===== src/hdl/kda_pkg.sv =====
// Shared types and constants of the key debounce and auto-repeat block.
package kda_pkg;

   localparam int NUM_KEYS         = 4;
   localparam int HOLD_W           = 10;
   localparam int REPEAT_W         = 8;
   localparam int CSR_INDEX_W      = 2;
   localparam int CSR_DATA_W       = 10;

   localparam logic [HOLD_W-1:0]   HOLD_TICKS_RESET    = HOLD_W'(100);
   localparam logic [REPEAT_W-1:0] REPEAT_TICKS_RESET  = REPEAT_W'(25);
   localparam logic                PRESSED_LEVEL_RESET = 1'b0;
   localparam logic [NUM_KEYS-1:0] REPEAT_MASK_RESET   = NUM_KEYS'(6);

   typedef enum logic {
      OP_TICK = 1'b0,
      OP_READ = 1'b1
   } kda_op_type;

   typedef enum logic [CSR_INDEX_W-1:0] {
      CSR_HOLD_TICKS    = 2'd0,
      CSR_REPEAT_TICKS  = 2'd1,
      CSR_PRESSED_LEVEL = 2'd2,
      CSR_REPEAT_MASK   = 2'd3
   } kda_csr_index_type;

   // Configuration as seen by one key lane
   typedef struct packed {
      logic [HOLD_W-1:0]   hold_ticks;
      logic [REPEAT_W-1:0] repeat_ticks;
      logic                pressed_level;
      logic                repeat_en;
   } kda_lane_cfg_type;

   // Per-key command for the accepted transaction
   typedef struct packed {
      logic tick;
      logic read;
      logic raw;
      logic clear;
   } kda_key_cmd_type;

   // What one lane reports for the accepted transaction
   typedef struct packed {
      logic flag;
      logic level;
   } kda_key_report_type;

endpackage


===== src/hdl/kda_if.sv =====
// Handshake channel interfaces: request, response and register write.
interface kda_req_if import kda_pkg::*; ();
   logic                valid;
   logic                ready;
   kda_op_type          op;
   logic [NUM_KEYS-1:0] raw_levels;
   logic [NUM_KEYS-1:0] clear_mask;

   modport source (output valid, output op, output raw_levels, output clear_mask,
                   input ready);
   modport sink   (input valid, input op, input raw_levels, input clear_mask,
                   output ready);
endinterface

interface kda_rsp_if import kda_pkg::*; ();
   logic                valid;
   logic                ready;
   logic [NUM_KEYS-1:0] press_flags;
   logic [NUM_KEYS-1:0] stable_levels;

   modport source (output valid, output press_flags, output stable_levels, input ready);
   modport sink   (input valid, input press_flags, input stable_levels, output ready);
endinterface

interface kda_csr_if import kda_pkg::*; ();
   logic                  valid;
   logic                  ready;
   kda_csr_index_type     index;
   logic [CSR_DATA_W-1:0] data;

   modport source (output valid, output index, output data, input ready);
   modport sink   (input valid, input index, input data, output ready);
endinterface


===== src/hdl/kda_lane.sv =====
// One key lane: sample line, debounced level, hold and repeat counters, event flag.
module kda_lane import kda_pkg::*; (
   input  logic               clock,
   input  logic               reset,
   input  kda_lane_cfg_type   cfg,
   input  kda_key_cmd_type    cmd,
   output kda_key_report_type report
);

   logic                newest_ff, newest_in;
   logic                middle_ff, middle_in;
   logic                oldest_ff, oldest_in;
   logic                stable_ff, stable_in;
   logic                flag_ff, flag_in;
   logic [HOLD_W-1:0]   hold_ff, hold_in;
   logic [REPEAT_W-1:0] repeat_ff, repeat_in;
   logic [REPEAT_W-1:0] repeat_dec;

   always_comb begin
      newest_in  = newest_ff;
      middle_in  = middle_ff;
      oldest_in  = oldest_ff;
      stable_in  = stable_ff;
      flag_in    = flag_ff;
      hold_in    = hold_ff;
      repeat_in  = repeat_ff;
      repeat_dec = repeat_ff;

      if (cmd.tick) begin
         newest_in = cmd.raw;
         middle_in = newest_ff;
         oldest_in = middle_ff;
         // Three agreeing samples qualify a level
         if (newest_in == middle_in && middle_in == oldest_in) begin
            if (oldest_in != stable_ff) begin
               stable_in = oldest_in;
               hold_in   = '0;
               repeat_in = cfg.repeat_ticks;
               if (oldest_in == cfg.pressed_level) begin
                  flag_in = 1'b1;
               end
            end else if (stable_ff == cfg.pressed_level) begin
               if (hold_ff < cfg.hold_ticks) begin
                  hold_in = hold_ff + HOLD_W'(1);
                  if (hold_in == cfg.hold_ticks) begin
                     repeat_in = '0;
                  end
               end else begin
                  if (repeat_ff != '0) begin
                     repeat_dec = repeat_ff - REPEAT_W'(1);
                  end
                  repeat_in = repeat_dec;
                  if (repeat_dec == '0) begin
                     repeat_in = cfg.repeat_ticks;
                     if (cfg.repeat_en) begin
                        flag_in = 1'b1;
                     end
                  end
               end
            end
         end
      end else if (cmd.read) begin
         flag_in = flag_ff & ~cmd.clear;
      end
   end

   // Tick reports the updated flag, read reports it before clearing
   assign report.flag  = cmd.tick ? flag_in : flag_ff;
   assign report.level = stable_in;

   always_ff @(posedge clock) begin
      if (reset) begin
         newest_ff <= ~PRESSED_LEVEL_RESET;
         middle_ff <= ~PRESSED_LEVEL_RESET;
         oldest_ff <= ~PRESSED_LEVEL_RESET;
         stable_ff <= ~PRESSED_LEVEL_RESET;
         flag_ff   <= 1'b0;
         hold_ff   <= '0;
         repeat_ff <= REPEAT_TICKS_RESET;
      end else begin
         newest_ff <= newest_in;
         middle_ff <= middle_in;
         oldest_ff <= oldest_in;
         stable_ff <= stable_in;
         flag_ff   <= flag_in;
         hold_ff   <= hold_in;
         repeat_ff <= repeat_in;
      end
   end

endmodule


===== src/hdl/kda_merge.sv =====
// Merge stage: gathers lane reports into one response and buffers it two deep.
module kda_merge import kda_pkg::*; (
   input  logic                clock,
   input  logic                reset,
   input  logic                accept,
   input  kda_key_report_type  reports [NUM_KEYS],
   output logic                in_ready,
   output logic                out_valid,
   input  logic                out_ready,
   output logic [NUM_KEYS-1:0] out_flags,
   output logic [NUM_KEYS-1:0] out_levels
);

   logic [NUM_KEYS-1:0] new_flags;
   logic [NUM_KEYS-1:0] new_levels;

   logic                out_valid_ff, out_valid_in;
   logic [NUM_KEYS-1:0] out_flags_ff, out_flags_in;
   logic [NUM_KEYS-1:0] out_levels_ff, out_levels_in;
   logic                skid_valid_ff, skid_valid_in;
   logic [NUM_KEYS-1:0] skid_flags_ff, skid_flags_in;
   logic [NUM_KEYS-1:0] skid_levels_ff, skid_levels_in;
   logic                take;

   always_comb begin
      for (int k = 0; k < NUM_KEYS; k++) begin
         new_flags[k]  = reports[k].flag;
         new_levels[k] = reports[k].level;
      end
   end

   assign take     = out_valid_ff && out_ready;
   assign in_ready = !skid_valid_ff;

   always_comb begin
      out_valid_in   = out_valid_ff;
      out_flags_in   = out_flags_ff;
      out_levels_in  = out_levels_ff;
      skid_valid_in  = skid_valid_ff;
      skid_flags_in  = skid_flags_ff;
      skid_levels_in = skid_levels_ff;

      priority if (skid_valid_ff) begin
         // Input is held off; drain the skid entry once the output frees up
         if (take) begin
            out_flags_in  = skid_flags_ff;
            out_levels_in = skid_levels_ff;
            skid_valid_in = 1'b0;
         end
      end else if (accept) begin
         if (!out_valid_ff || take) begin
            out_valid_in  = 1'b1;
            out_flags_in  = new_flags;
            out_levels_in = new_levels;
         end else begin
            skid_valid_in  = 1'b1;
            skid_flags_in  = new_flags;
            skid_levels_in = new_levels;
         end
      end else if (take) begin
         out_valid_in = 1'b0;
      end
   end

   always_ff @(posedge clock) begin
      if (reset) begin
         out_valid_ff  <= 1'b0;
         skid_valid_ff <= 1'b0;
      end else begin
         out_valid_ff  <= out_valid_in;
         skid_valid_ff <= skid_valid_in;
      end
   end

   always_ff @(posedge clock) begin
      out_flags_ff   <= out_flags_in;
      out_levels_ff  <= out_levels_in;
      skid_flags_ff  <= skid_flags_in;
      skid_levels_ff <= skid_levels_in;
   end

   assign out_valid  = out_valid_ff;
   assign out_flags  = out_flags_ff;
   assign out_levels = out_levels_ff;

endmodule


===== src/hdl/key_debounce_autorepeat_core.sv =====
// Top level of the key debounce and auto-repeat block.
//
// Four button lines, one lane per key, all updated by the same transaction.
// req_bus: op selects a sample tick (raw_levels shifted in) or a read of
//   the event flags (flags in clear_mask cleared after reporting).
// rsp_bus: one response per request: press_flags and stable_levels.
// csr_bus: register writes (hold_ticks, repeat_ticks, pressed_level,
//   repeat_enable_mask); always ready, write only while the block is idle.
// Response: valid the cycle after acceptance unless held in the skid entry.
// Throughput: one request per cycle unless stalled; every lane does its compare
//   and counter update in the accepting cycle; the merge stage registers the result.
// Stall: a two-entry output buffer keeps taking requests while one response
//   waits; with both entries full req_bus.ready drops until rsp_bus drains.
// Reset: samples and stable levels go to the released level, flags and hold
//   counters clear, repeat counters and registers load defaults, buffer empties.
module key_debounce_autorepeat_core import kda_pkg::*; (
   input  logic      clock,
   input  logic      reset,
   kda_req_if.sink   req_bus,
   kda_rsp_if.source rsp_bus,
   kda_csr_if.sink   csr_bus
);

   logic [HOLD_W-1:0]   hold_ticks_ff;
   logic [REPEAT_W-1:0] repeat_ticks_ff;
   logic                pressed_level_ff;
   logic [NUM_KEYS-1:0] repeat_mask_ff;

   logic               req_accept;
   logic               merge_ready;
   kda_key_report_type reports [NUM_KEYS];

   assign csr_bus.ready = 1'b1;

   always_ff @(posedge clock) begin
      if (reset) begin
         hold_ticks_ff    <= HOLD_TICKS_RESET;
         repeat_ticks_ff  <= REPEAT_TICKS_RESET;
         pressed_level_ff <= PRESSED_LEVEL_RESET;
         repeat_mask_ff   <= REPEAT_MASK_RESET;
      end else if (csr_bus.valid) begin
         unique case (csr_bus.index)
            CSR_HOLD_TICKS:    hold_ticks_ff    <= csr_bus.data[HOLD_W-1:0];
            CSR_REPEAT_TICKS:  repeat_ticks_ff  <= csr_bus.data[REPEAT_W-1:0];
            CSR_PRESSED_LEVEL: pressed_level_ff <= csr_bus.data[0];
            CSR_REPEAT_MASK:   repeat_mask_ff   <= csr_bus.data[NUM_KEYS-1:0];
         endcase
      end
   end

   assign req_bus.ready = merge_ready;
   assign req_accept    = req_bus.valid && merge_ready;

   for (genvar k = 0; k < NUM_KEYS; k++) begin : g_lane
      kda_lane_cfg_type lane_cfg;
      kda_key_cmd_type  lane_cmd;

      assign lane_cfg.hold_ticks    = hold_ticks_ff;
      assign lane_cfg.repeat_ticks  = repeat_ticks_ff;
      assign lane_cfg.pressed_level = pressed_level_ff;
      assign lane_cfg.repeat_en     = repeat_mask_ff[k];

      assign lane_cmd.tick  = req_accept && (req_bus.op == OP_TICK);
      assign lane_cmd.read  = req_accept && (req_bus.op == OP_READ);
      assign lane_cmd.raw   = req_bus.raw_levels[k];
      assign lane_cmd.clear = req_bus.clear_mask[k];

      kda_lane u_lane (
         .clock  (clock),
         .reset  (reset),
         .cfg    (lane_cfg),
         .cmd    (lane_cmd),
         .report (reports[k])
      );
   end

   kda_merge u_merge (
      .clock      (clock),
      .reset      (reset),
      .accept     (req_accept),
      .reports    (reports),
      .in_ready   (merge_ready),
      .out_valid  (rsp_bus.valid),
      .out_ready  (rsp_bus.ready),
      .out_flags  (rsp_bus.press_flags),
      .out_levels (rsp_bus.stable_levels)
   );

endmodule


===== src/flat_wrapper.sv =====
// flat-port wrapper written by rule: the top's interface ports become plain ports
module key_debounce_autorepeat_core_flat import kda_pkg::*;
  (clock, reset, req_bus_valid, req_bus_op, req_bus_raw_levels, req_bus_clear_mask, req_bus_ready, rsp_bus_valid, rsp_bus_press_flags, rsp_bus_stable_levels, rsp_bus_ready, csr_bus_valid, csr_bus_index, csr_bus_data, csr_bus_ready);
  kda_req_if req_bus_i ();
  kda_rsp_if rsp_bus_i ();
  kda_csr_if csr_bus_i ();
  input  logic clock;
  input  logic reset;
  input wire logic [$bits(req_bus_i.valid)-1:0] req_bus_valid;
  input wire logic [$bits(req_bus_i.op)-1:0] req_bus_op;
  input wire logic [$bits(req_bus_i.raw_levels)-1:0] req_bus_raw_levels;
  input wire logic [$bits(req_bus_i.clear_mask)-1:0] req_bus_clear_mask;
  output wire logic [$bits(req_bus_i.ready)-1:0] req_bus_ready;
  output wire logic [$bits(rsp_bus_i.valid)-1:0] rsp_bus_valid;
  output wire logic [$bits(rsp_bus_i.press_flags)-1:0] rsp_bus_press_flags;
  output wire logic [$bits(rsp_bus_i.stable_levels)-1:0] rsp_bus_stable_levels;
  input wire logic [$bits(rsp_bus_i.ready)-1:0] rsp_bus_ready;
  input wire logic [$bits(csr_bus_i.valid)-1:0] csr_bus_valid;
  input wire logic [$bits(csr_bus_i.index)-1:0] csr_bus_index;
  input wire logic [$bits(csr_bus_i.data)-1:0] csr_bus_data;
  output wire logic [$bits(csr_bus_i.ready)-1:0] csr_bus_ready;
  assign req_bus_i.valid = req_bus_valid;
  assign req_bus_i.op = req_bus_op;
  assign req_bus_i.raw_levels = req_bus_raw_levels;
  assign req_bus_i.clear_mask = req_bus_clear_mask;
  assign req_bus_ready = req_bus_i.ready;
  assign rsp_bus_valid = rsp_bus_i.valid;
  assign rsp_bus_press_flags = rsp_bus_i.press_flags;
  assign rsp_bus_stable_levels = rsp_bus_i.stable_levels;
  assign rsp_bus_i.ready = rsp_bus_ready;
  assign csr_bus_i.valid = csr_bus_valid;
  assign csr_bus_i.index = csr_bus_index;
  assign csr_bus_i.data = csr_bus_data;
  assign csr_bus_ready = csr_bus_i.ready;
  key_debounce_autorepeat_core u_core (.clock(clock), .reset(reset), .req_bus(req_bus_i), .rsp_bus(rsp_bus_i), .csr_bus(csr_bus_i));
endmodule

===== config.mk =====
export PLATFORM = sky130hd
export DESIGN_NAME = key_debounce_autorepeat_core_flat
export DESIGN_NICKNAME = d
export VERILOG_FILES = /design/src/hdl/kda_pkg.sv /design/src/hdl/kda_if.sv /design/src/hdl/kda_lane.sv /design/src/hdl/kda_merge.sv /design/src/hdl/key_debounce_autorepeat_core.sv /design/src/flat_wrapper.sv
export SDC_FILE = /design/constraint.sdc
export NUM_CORES = 1
export LEC_CHECK = 0
export ABC_AREA = 1
export ABC_CLOCK_PERIOD_IN_PS = 5500
export BUFFER_PORTS_ARGS = -buffer_cell sky130_fd_sc_hd__buf_2
export CORE_MARGIN = 5
export CORE_UTILIZATION = 35
export CTS_CLUSTER_SIZE = 24
export DETAILED_ROUTE_END_ITERATION = 10
export SYNTH_ARGS = -nofsm -noshare
export SYNTH_HDL_FRONTEND = slang
export SYNTH_SLANG_ARGS = --single-unit

===== constraint.sdc =====
create_clock -name clock -period 5.5 [get_ports clock]
set_input_delay 1.1 -clock clock [delete_from_list [all_inputs] [get_ports clock]]
set_output_delay 1.1 -clock clock [all_outputs]
set_load 0.02 [all_outputs]

* Word level (Yosys, flattened, before mapping)
Index checks and enable logic that the tools add are counted.
W data, S select, Z words.
** Cells by class
- Reductions and logical operators :: 46
- Equal/unequal tests :: 33
- Multiplexer cells :: 123
- $add $sub $neg :: 8
- Bitwise gates (word level) :: 11
- $lt $le $gt $ge :: 4
** Operator list (number)
- $mux W8 :: 44
- $mux W10 :: 12
- $mux W1 :: 59
- $add A10 B1 Y10 const B :: 4
- $eq A10 B10 Y1 :: 4
- $lt A10 B10 Y1 :: 4
- $logic_not A8 Y1 :: 4
- $mux W4 :: 8
- $reduce_and A4 Y1 :: 8
- $reduce_bool A8 Y1 :: 4
- $sub A8 B1 Y8 const B :: 4
- $reduce_bool A2 Y1 :: 11
- $eq A1 B1 Y1 :: 16
- $ne A3 B2 Y1 const B :: 4
- $reduce_and A3 Y1 :: 3
- $logic_and A1 B1 Y1 :: 8
- $reduce_and A2 Y1 :: 4
- $not A1 Y1 :: 7
- $and A1 B1 Y1 :: 4
- $eq A2 B2 Y1 const B :: 2
- $ne A1 B1 Y1 :: 4
- $eq A2 B1 Y1 const B :: 1
- $logic_not A1 Y1 :: 2
- $logic_not A2 Y1 :: 1
- 3 further kinds :: 3
** Storage, ports and cells
- Register bits after elaboration :: 129
- Word-level logic and storage cells :: 259
- Bits of input ports :: 26
- Output and inout port bits :: 11

* Longest topological paths before layout
Gate-level depths: netlist of run 1.
- Depth in word-level cells :: 18
- Gate-level depth with buffers :: 17
- Gate-level depth less buffers :: 16

* By module
From an unflattened synthesis of run 1, not the netlist that was laid out.
** Second synthesis, totals
- Cells, all modules :: 1557
- Area, all modules :: 9685.5 um2
** Modules (own cells, without submodules)
- kda_lane :: cells an instance 337, seq. area each 440.4 um2, area each 1991.9 um2, instances 4
- key_debounce_autorepeat_core :: cells an instance 146, seq. area each 460.4 um2, area each 1016.0 um2, instances 1
- kda_merge :: cells an instance 63, seq. area each 520.5 um2, area each 701.9 um2, instances 1

* Worst setup path before layout of run 1
No wires, ideal clock.
- Path type :: input port to flip-flop
- From :: input port req_bus_valid
- To :: register u_core.g_lane[2].u_lane.repeat_ff[1]
- Cell stages on the path :: 14
- Buffers on the path :: 1
- Setup time :: 0.113 ns
- Path slack :: 3.121 ns
- Data arrival time :: 2.267 ns
- Required time :: 5.387 ns
- Path through :: inv_1 nor2_4 nand2_4 clkinv_4 nand2_2 nor3_2 inv_2 nand2_2 o21ai_2 clkinv_2 nand2_2 buf_6 nor2_1 nor2_1
** On the way
- Cells in the longest elaborated chain, start to end :: 3
** Ends and longest elaborated chain
- start, declared :: line flat_wrapper.sv:9 : input wire logic [$bits(req_bus_i.valid)-1:0] req_bus_valid;
- $logic_and A1 B1 Y1 :: line key_debounce_autorepeat_core.sv:52 : assign req_accept = req_bus.valid && merge_ready;
- $logic_and A1 B1 Y1 :: line key_debounce_autorepeat_core.sv:63 : assign lane_cmd.tick = req_accept && (req_bus.op == OP_TICK);
- $reduce_and A4 Y1 (no source line)
- end signal, assigned :: line kda_lane.sv:87 : repeat_ff <= repeat_in;
- end, declared :: line kda_lane.sv:16 : logic [REPEAT_W-1:0] repeat_ff, repeat_in;
Every way passes these cells.
A chain may end at the register's enable or synchronous reset.

* Worst setup path in the final report of run 1
- From :: register u_core.hold_ticks_ff[9]
- To :: register u_core.g_lane[2].u_lane.hold_ff[4]
** On the way
- Cells in the longest elaborated chain, start to end :: 3
** Ends and longest elaborated chain
- start, declared :: line key_debounce_autorepeat_core.sv:24 : logic [HOLD_W-1:0] hold_ticks_ff;
- start signal, assigned :: line key_debounce_autorepeat_core.sv:43 : CSR_HOLD_TICKS: hold_ticks_ff <= csr_bus.data[HOLD_W-1:0];
- $lt A10 B10 Y1 :: line kda_lane.sv:43 : if (hold_ff < cfg.hold_ticks) begin
- $reduce_bool A2 Y1 (no source line)
- $reduce_and A4 Y1 (no source line)
- end signal, assigned :: line kda_lane.sv:86 : hold_ff <= hold_in;
- end, declared :: line kda_lane.sv:15 : logic [HOLD_W-1:0] hold_ff, hold_in;
Every way passes these cells.

==> results of run 1 <==
==> metal layers <==
metal	routed length (um)	vias to the layer above	share of wire
li1	-	4902	-
met1	13100	4257	0.49
met2	11700	265	0.44
met3	1440	41	0.053
met4	587	0	0.022
met5	0	-	0
==> flip-flops by register name (all words and copies together), names as in the netlist, 4 cells and up <==
name,count
u_core.g_lane.u_lane.hold_ff,40
u_core.g_lane.u_lane.repeat_ff,32
u_core.hold_ticks_ff,10
u_core.repeat_ticks_ff,8
u_core.g_lane.u_lane.flag_ff,4
u_core.g_lane.u_lane.middle_ff,4
u_core.g_lane.u_lane.newest_ff,4
u_core.g_lane.u_lane.stable_ff,4
u_core.repeat_mask_ff,4
u_core.u_merge.out_flags,4
u_core.u_merge.out_levels,4
u_core.u_merge.skid_flags_ff,4
u_core.u_merge.skid_levels_ff,4
==> cell type report <==
type / count / area (um2) / share of cell area
multi-input combinational: 1171 / 5780 / 0.556
sequential: 129 / 2740 / 0.264
inverter: 165 / 626 / 0.0602
clock buffer: 19 / 433 / 0.0417
tap: 335 / 419 / 0.0403
clock inverter: 13 / 209 / 0.0201
timing repair buffer: 36 / 183 / 0.0176
==> power groups by stage <==
stage	sequential, mW	clock [mW]	combinational (mW)
floorplan	1.02	0	0.164
global placement	1.04	0	0.233
detailed placement	1.04	0	0.236
CTS	1.02	1.28	0.237
global route	1.02	1.32	0.267
finish	1.02	1.26	0.237
==> worst min path at each step <==
stage	slack, ns	to	start
after floorplan	0.43	u_core.repeat_mask_ff[2]	u_core.repeat_mask_ff[2]
after global placement	0.45	u_core.g_lane[1].u_lane.flag_ff	u_core.g_lane[1].u_lane.flag_ff
after detailed placement	0.46	u_core.g_lane[1].u_lane.flag_ff	u_core.g_lane[1].u_lane.flag_ff
after CTS	0.46	u_core.g_lane[1].u_lane.flag_ff	u_core.g_lane[1].u_lane.flag_ff
after global routing	0.52	u_core.g_lane[1].u_lane.flag_ff	u_core.g_lane[1].u_lane.flag_ff
final	0.46	u_core.g_lane[1].u_lane.flag_ff	u_core.g_lane[1].u_lane.flag_ff
==> critical path: cells and delay by family (launching register included) <==
kind	cells	cell delay (ns)
flops	1	0.58
fa+ha+maj	1	0.38
simple gates	6	0.77
buf+inv	3	0.78
compound gates	2	0.33
==> metrics by stage <==
stage | std cells | hold WS (ns) | area [um2]
after floorplan | 1490 | 0.429 | 9280
after global placement | 1836 | 0.452 | 9750
after detailed placement | 1836 | 0.455 | 9750
after CTS | 1868 | 0.465 | 10400
after global routing | 1868 | 0.517 | 10400
final | 1868 | 0.464 | 10400
==> logic make-up (layout without fill, tap and decap cells) <==
kind of cell	Yosys count	after routing	share of synthesized area
buffers and inverters	190	233	0.0821
flip-flops	129	129	0.295
other	1	1	0.000404
adder cells (fa/ha/maj)	52	52	0.0701
AND/OR/NAND/NOR	939	939	0.441
AO/OA/AOI/OAI	174	174	0.104
XOR/XNOR	5	5	0.00620
==> placed cells by master, fill, tap and decap left out, types with 17 or more instances in the layout <==
cell type	n
nand4_1	20
clkbuf_16	17
nor2_1	163
nand2_1	501
nand2_2	20
inv_1	153
dfxtp_1	113
a21oi_1	78
buf_2	35
nand3_1	174
o21ai_0	49
ha_1	52
==> reports/summary.txt, run 1 <==
Syn Area/Cell: 6.23 um2
Diode count: 0
Area of the core: 26100 um2
CTS root buf: clkbuf_16
Clk pin slew, worst setup/hold paths: 0.06 ns
Crit path cell chain: inv_1, ha_1, nand2_1, nor2_1, o211ai_1, nand3_1, nand2_1, inv_1, nor2_4, inv_1, nand2_1, a21oi_1
Crit path DAT: 3.27 ns
Setup Viol. Count Final: 0
Grt met1 use: 0.246
Mapped Nets: 1568
Power density over the cells: 242 nW/um2
Post-synth EDFFs: 16
Post-synth top area share: 0.244
All-layer global routing usage: 0.175
Final hold violations: 0
Status: finished, final reports clean
Floorplan row count: 59
Final Power: 2.52 mW
RSZ-0062 raised after global routing: no
Detailed Route WL: 26900 um
Post-DP HPWL: 20000 um
Top Usage Layer GRT: met2
Critical path class: flip-flop to flip-flop
Die Area: 29900 um2
Fraction of layout cells with a size suffix above 1: 0.0933
# DRC: 0
Die H: 173 um
Vias in the first global route: 8722
Peak Freq: 340 MHz
CP startpoint: u_core.hold_ticks_ff[9]
Clk pwr share: 0.502
Hold path cells: 2
Fin worst setup slack: 2.56 ns
Hold Crit Class: flip-flop to flip-flop
Routed vias: 9465
Die Wd: 173 um
RR Startpoint: u_core.hold_ticks_ff[9]
Clock buffer count from CTS: 17
# resized after CTS: 0
CTS tree: yes
Clock Sinks: 129
Antenna-violating nets left: 0
Seq/Total Area, Yosys: 0.295
IO buf count: 35
Top-count cell post-synth: nand2_1
Setup fix buffers added after clock tree synthesis: 0
Pre-antenna DRT Iters: 6
Post-synth top cells: nand2_1, nand3_1, nor2_1, inv_1, dfxtp_1
Vias per cell: 5.07
Clk buf depth: 2
MaxCap Viol Count: 0
Fillers: 2787
GP Congestion: 0.922
Crit-path max FO: 8
GRT Residual Overflow: 0
FF+latch count, synth: 129
Sequential Power Share: 0.404
VDD IR-drop max: 0.171 mV
Final Max Slew Viols: 0
Async SR Flop Fraction: 0
Worst slew pin tran: 1.00 ns
Ys flop type: dfxtp_1
Post-Syn Area: 9280 um2
Hold_buf cts: 0
Met2 Use GR: 0.279
Switch share: 0.263
Yosys top cell by area: dfxtp_1
H-tree depth: 4
Top Ports: 37
Slew headroom: 0.333
Final worst-path cycle share: 0.535
Max stage delay cell, worst path: dfxtp_1
Fin nets: 1598
Netlist cell types: 47
Final core utilization: 0.399
Net Sw Power: 661 uW
Worst slack, placed: 2.39 ns
1st-iter DRT viols: 566
Gate Count Post-Synth: 1490
Crit path capture: u_core.g_lane[2].u_lane.hold_ff[4]
Layout area overhead: 11.9%
Wirelength per Cell: 14.4 um
CP required: 5.83 ns
Total Neg Setup Slack: 0 ns
Initial core utilization: 0.356
RR Endpoint: u_core.g_lane[2].u_lane.hold_ff[4]
Clock Skew: 0.0120 ns
Synth top area cells: dfxtp_1, nand2_1, nand3_1, ha_1, nor2_1
P_leak: 5.03 nW
P_int: 1.86 mW
Final Critical Period: 2.94 ns
Grt met3 use: 0.0282
Largest net degree at the start of global routing: 46
Initial antenna violation count: 0
Worst r2r path cells: 12
Clk_lat worst skew: 0.42 ns
Startpoint types: flip-flop
Combinational Power Share: 0.094
Max incr delay on CP: 0.58 ns
Yosys warning total: 0
Critical Path End Type: flip-flop
Reg2reg setup slack: 2.56 ns
Global-route wire length before repair: 43800 um
Note: power is estimated with default switching activity, not from simulation.
==> run 2: changes to the inputs <==
ABC_CLOCK_PERIOD_IN_PS = 2700   (was 5500)
clock period = 2.7 ns   (was 5.5 ns; I/O delays follow)
==> run 2 against run 1 <==
Against the previous run:
- maximum frequency grew 18%
- sequential cell count is the same
- design area rose by 2.8%
- critical path depth is 1 lower
- non-clock buffer count up 36
- highest routed layer unchanged
==> reports/summary.txt, run 2 (same netlist as run 1, synthesis figures left out) <==
P_int: 3.63 mW (+96%)
Wirelength per Cell: 14.4 um (about the same)
Detailed Route WL: 27400 um (+2.0%)
Power density over the cells: 472 nW/um2 (+95%)
H-tree depth: 4 (unchanged)
Net Sw Power: 1.41 mW (+110%)
Hold Crit Class: input port to flip-flop
Worst slew pin tran: 0.691 ns (-0.309 ns)
P_leak: 5.20 nW (+3.3%)
Register bank with the most flops: u_core.g_lane.u_lane.hold_ff
Clock Skew: 0.0184 ns (+0.00641 ns)
IO buf count: 35 (unchanged)
Final Critical Period: 2.50 ns (-0.443 ns)
Critical Path End Type: flip-flop
Sequential Power Share: 0.410 (+0.006)
MaxCap Viol Count: 0 (unchanged)
1st-iter DRT viols: 679 (+20%)
Post-DP HPWL: 20700 um (+3.9%)
Max incr delay on CP: 0.43 ns (-0.15 ns)
Largest net degree at the start of global routing: 45 (-2.2%)
Vias per cell: 5.01 (-1.0%)
Slew headroom: 0.537 (+0.204)
CTS tree: yes
CP startpoint: u_core.hold_ticks_ff[8]
Setup Viol. Count Final: 0 (unchanged)
Antenna-violating nets left: 0 (unchanged)
Clock Sinks: 129 (unchanged)
Final Power: 5.04 mW (+100%)
Area of the core: 26100 um2 (unchanged)
VDD IR-drop max: 0.319 mV (+87%)
Hold_buf cts: 0 (unchanged)
Die Wd: 173 um (unchanged)
Max reg flops: 40 (unchanged)
RR Startpoint: u_core.hold_ticks_ff[8]
Clk pwr share: 0.485 (-0.017)
Status: finished, final reports clean
GRT Residual Overflow: 0 (unchanged)
Hold path start: csr_bus_data[5]
Die H: 173 um (unchanged)
Dpl cells: 1863 (+1.5%)
Routed vias: 9547 (+0.87%)
Biggest regs: u_core.g_lane.u_lane.hold_ff: 40 flops, u_core.g_lane.u_lane.repeat_ff: 32 flops, u_core.hold_ticks_ff: 10 flops
Initial antenna violation count: 0 (unchanged)
Final hold violations: 0 (unchanged)
Diode count: 0 (unchanged)
# DRC: 0 (unchanged)
Fillers: 2753 (-1.2%)
Floorplan row count: 59 (unchanged)
Switch share: 0.279 (+0.0163)
Peak Freq: 400 MHz (+18%)
Layout area overhead: 15.1%
Vias in the first global route: 8625 (-1.1%)
Pre-antenna DRT Iters: 5 (-1)
Most used cell, CP: nand2_1
Clk pin slew, worst setup/hold paths: 0.06 ns (about the same)
Crit path cell chain: clkinvlp_4, ha_1, nand2_1, nor2_1, o211ai_1, nand3_1, nand2_1, nand2_2, inv_1, nand4_1, a21oi_1
All-layer global routing usage: 0.179 (+0.00410)
Top Ports: 37 (unchanged)
Fraction of layout cells with a size suffix above 1: 0.120 (+0.0265)
Leading cell type in the layout, fill and taps excluded: nand2_1
Die Area: 29900 um2 (unchanged)
Clk buf depth: 2 (unchanged)
CTS root buf: clkbuf_16
Crit-path max FO: 11 (+3)
Final worst-path cycle share: 0.925 (+0.390)
Startpoint types: flip-flop
Crit path DAT: 2.79 ns (-0.48 ns)
Fin nets: 1634 (+2.3%)
Clock buffer count from CTS: 17 (unchanged)
Global-route wire length before repair: 44400 um (+1.3%)
Clk_lat worst skew: 0.44 ns (+0.02 ns)
Combinational Power Share: 0.106 (+0.012)
Initial core utilization: 0.356 (unchanged)
Fin cells: 1904 (+1.9%)
Final Max Slew Viols: 0 (unchanged)
Max stage delay cell, worst path: dfxtp_2
CP required: 2.99 ns (-2.84 ns)
Most frequent cells in the layout: nand2_1, nand3_1, nor2_1, inv_1, dfxtp_1
Critical path class: flip-flop to flip-flop
GP Congestion: 0.903 (-2.1%)
## run 2: worst max-delay path, delay by kind of cell, from the launching register on
family	cells	cell delay, ns
AND/OR/NAND/NOR	6	1.02
buffers and inverters	2	0.36
AO/OA/AOI/OAI	2	0.20
flip-flops	1	0.43
adder cells (fa/ha/maj)	1	0.33
## run 2: area by class of cell
class	count	area (um2)	share of cell area
Sequential cell	129	2750	0.257
Clock inverter	12	143	0.0134
Clock buffer	20	468	0.0438
Tap cell	335	419	0.0392
Multi-Input combinational cell	1171	5780	0.541
Timing Repair Buffer	72	490	0.0459
Inverter	165	637	0.0596
## run 2: what timing repair did
item                                    in CTS  in global routing
gates resized for setup                      2                  6
endpoints found under the setup margin      19                 48
gates cloned                                 0                  0
setup buffers                                3                  6
hold endpoints to repair                     0                  0
## run 2: metal layers
layer  GRT usage  up-vias  wire, um
met3      0.0290       34      1200
met5           0        -         0
met1       0.254     4320     13500
met2       0.284      216     12200
li1            -     4977         -
met4      0.0511        0       480
## run 2: final timing paths
check                                                           to  slack [ns]  depth (start not counted)
worst max-delay path            u_core.g_lane[1].u_lane.hold_ff[7]        0.20                         11
worst max register to register  u_core.g_lane[1].u_lane.hold_ff[7]        0.20                         11
worst min-delay path                       u_core.hold_ticks_ff[5]        0.35                          3
worst min register to register     u_core.g_lane[1].u_lane.flag_ff        0.47                          2
## run 2: stage by stage
| stage | area [um2] | hold WS, ns | setup slack, ns | util | setup TNS [ns] |
|---|---|---|---|---|---|
| after floorplan | 9280 | 0.429 | 0.685 | - | 0 |
| after global placement | 9990 | 0.453 | 0.000153 | 0.383 | 0 |
| after detailed placement | 9990 | 0.461 | -0.0420 | 0.383 | -0.0744 |
| after CTS | 10600 | 0.345 | 0.0511 | 0.408 | 0 |
| after global routing | 10700 | 0.367 | -0.0202 | 0.410 | -0.0336 |
| final | 10700 | 0.353 | 0.202 | 0.410 | 0 |
## run 2: power groups by stage
stage	logic, mW	registers (mW)	clock network [mW]
detailed placement	0.519	2.10	0
global placement	0.517	2.10	0
finish	0.533	2.06	2.44
global route	0.597	2.07	2.55
floorplan	0.334	2.09	0
CTS	0.525	2.06	2.48
==> run 3: changes to the inputs <==
--- a/config.mk
+++ b/config.mk
@@ -13,4 +13,5 @@
 export CTS_CLUSTER_SIZE = 24
 export DETAILED_ROUTE_END_ITERATION = 10
+export PLACE_DENSITY_LB_ADDON = 0.25
 export SYNTH_ARGS = -nofsm -noshare
 export SYNTH_HDL_FRONTEND = slang
==> constraint.sdc (replaced) <==
create_clock -name clock -period 2.7 [get_ports clock]
set_input_delay 0.54 -clock clock [delete_from_list [all_inputs] [get_ports clock]]
set_output_delay 0.54 -clock clock [all_outputs]
set_load 0.005 [all_outputs]
==> run 3 against run 2 <==
Against the previous run:
- register-to-register slack lost 0.05 ns
- sequential power about the same
- global-route usage rose by 0.54 points
- critical path depth is 4 higher
- die area is the same
- setup slack worse by 0.054 ns
- largest cell class unchanged
- largest power group unchanged
==> reports/summary.txt, run 3 (same netlist as run 1, synthesis figures left out) <==
Worst slew pin tran: 0.668 ns (-0.0238 ns)
Fraction of layout cells with a size suffix above 1: 0.117 (-0.00289)
Routed vias: 9526 (-0.22%)
Clock Sinks: 129 (unchanged)
Largest net degree at the start of global routing: 45 (unchanged)
Clock buffer count from CTS: 17 (unchanged)
Worst hold margin: 0.358 ns (+0.00538 ns)
Wirelength per Cell: 14.8 um (+2.4%)
VDD IR-drop max: 0.294 mV (-7.9%)
Initial core utilization: 0.356 (unchanged)
Final Max Slew Viols: 0 (unchanged)
Fin worst setup slack: 0.149 ns (-0.0535 ns)
Antenna-violating nets left: 0 (unchanged)
Peak Freq: 392 MHz (-2.1%)
Die H: 173 um (unchanged)
Vias per cell: 5.01 (about the same)
Status: finished, final reports clean
Clock Skew: 0.0116 ns (-0.00680 ns)
Critical Path End Type: flip-flop
CTS tree: yes
Critical path class: flip-flop to flip-flop
Crit path DAT: 2.93 ns (+0.14 ns)
P_leak: 5.15 nW (-0.80%)
# DRC: 0 (unchanged)
Most frequent cells in the layout: nand2_1, nand3_1, nor2_1, inv_1, dfxtp_1
CTS root buf: clkbuf_16
Final worst-path cycle share: 0.945 (+0.0198)
Layout area overhead: 13.9%
Total Neg Setup Slack: 0 ns (unchanged)
Final Critical Period: 2.55 ns (+0.0535 ns)
Worst slack, placed: 0.0285 ns (+0.0705 ns)
Biggest regs: u_core.g_lane.u_lane.hold_ff: 40 flops, u_core.g_lane.u_lane.repeat_ff: 32 flops, u_core.hold_ticks_ff: 10 flops
Vias in the first global route: 8884 (+3.0%)
H-tree depth: 4 (unchanged)
CP required: 3.08 ns (+0.09 ns)
MaxCap Viol Count: 0 (unchanged)
Diode count: 0 (unchanged)
Power density over the cells: 458 nW/um2 (-2.9%)
1st-iter DRT viols: 653 (-3.8%)
Worst r2r path cells: 15 (+4)
Floorplan row count: 59 (unchanged)
Startpoint types: flip-flop
Clk buf depth: 2 (unchanged)
GRT Residual Overflow: 0 (unchanged)
Pre-antenna DRT Iters: 6 (+1)
Final core utilization: 0.406 (-0.00413)
Detailed Route WL: 28000 um (+2.2%)
Hold path cells: 3 (unchanged)
Fin nets: 1630 (-0.24%)
Die Area: 29900 um2 (unchanged)
Max reg flops: 40 (unchanged)
All-layer global routing usage: 0.185 (+0.00536)
GP Congestion: 0.895 (-0.88%)
Slew headroom: 0.553 (+0.0159)
Clk pin slew, worst setup/hold paths: 0.07 ns (about the same)
Crit-path max FO: 8 (-3)
Register bank with the most flops: u_core.g_lane.u_lane.hold_ff
Hold Crit Class: input port to flip-flop
Post-DP HPWL: 21300 um (+2.8%)
Setup Viol. Count Final: 0 (unchanged)
Top Ports: 37 (unchanged)
Global-route wire length before repair: 46000 um (+3.5%)
Leading cell type in the layout, fill and taps excluded: nand2_1
Final hold violations: 0 (unchanged)
Die Wd: 173 um (unchanged)
Area of the core: 26100 um2 (unchanged)
Initial antenna violation count: 0 (unchanged)
IO buf count: 35 (unchanged)
Clk_lat worst skew: 0.43 ns (about the same)
-- run 3: changes by cell type in the layout (fill, tap and decap cells not counted), moves of 2 or more --
cell      change
clkinv_1      +2
buf_12        -2
buf_4         -2
inv_1         +2
clkinv_4      +3
-- run 3: final timing paths --
path	startpoint	to	slack, ns
hold reg to reg	u_core.g_lane[1].u_lane.flag_ff	u_core.g_lane[1].u_lane.flag_ff	0.47
setup / recovery	u_core.hold_ticks_ff[7]	u_core.g_lane[2].u_lane.repeat_ff[3]	0.15
setup reg to reg	u_core.hold_ticks_ff[7]	u_core.g_lane[2].u_lane.repeat_ff[3]	0.15
hold / removal	csr_bus_data[4]	u_core.repeat_ticks_ff[4]	0.36
-- run 3: final cells by class --
cell class / count / area (um2)
fill: 2778 / 15500
inverter: 165 / 629
multi-input combinational: 1171 / 5790
clock buffer: 17 / 425
timing repair buffer: 68 / 435
clock inverter: 15 / 135
tap: 335 / 419
sequential: 129 / 2750
-- run 3: critical path, cell delays in order, from the launching register on --
cell        delay (ns)
dfxtp_2           0.47
clkinvlp_4        0.14
buf_4             0.18
ha_1              0.29
nand2_1           0.05
nor2_1            0.16
o211ai_1          0.12
nand3_1           0.12
nand2_1           0.15
inv_1             0.20
nand3_1           0.16
nand2_2           0.15
nand2_1           0.09
nand2_1           0.10
nand2_1           0.05
nand3_1           0.06
-- run 3: power by group --
| group | internal, mW | total, mW | switching [mW] |
|---|---|---|---|
| clock | 1.27 | 2.26 | 0.987 |
| sequential | 2.00 | 2.06 | 0.0651 |
| combinational | 0.172 | 0.522 | 0.350 |
| total | 3.44 | 4.85 | 1.40 |
-- run 3: repair_timing --
item | in CTS | in global routing
setup buffers | 0 | 3
hold buffers | 0 | 0
resized for setup | 0 | 7
endpoints found under the setup margin | 0 | 59
-- run 3: through the flow --
stage / instances / instance area, um2 / total power, mW
2_1_floorplan: 1490 / 9280 / 2.41
5_1_grt: 1900 / 10600 / 5.04
6_report: 1900 / 10600 / 4.85
3_3_place_gp: 1865 / 9980 / 2.61
3_5_place_dp: 1865 / 9980 / 2.62
4_1_cts: 1897 / 10500 / 4.87
-- run 3: per-layer routing --
metal	wire length, um	track usage
met1	13500	0.260
met2	12400	0.292
met3	1470	0.0266
met4	620	0.0606
met5	0	0
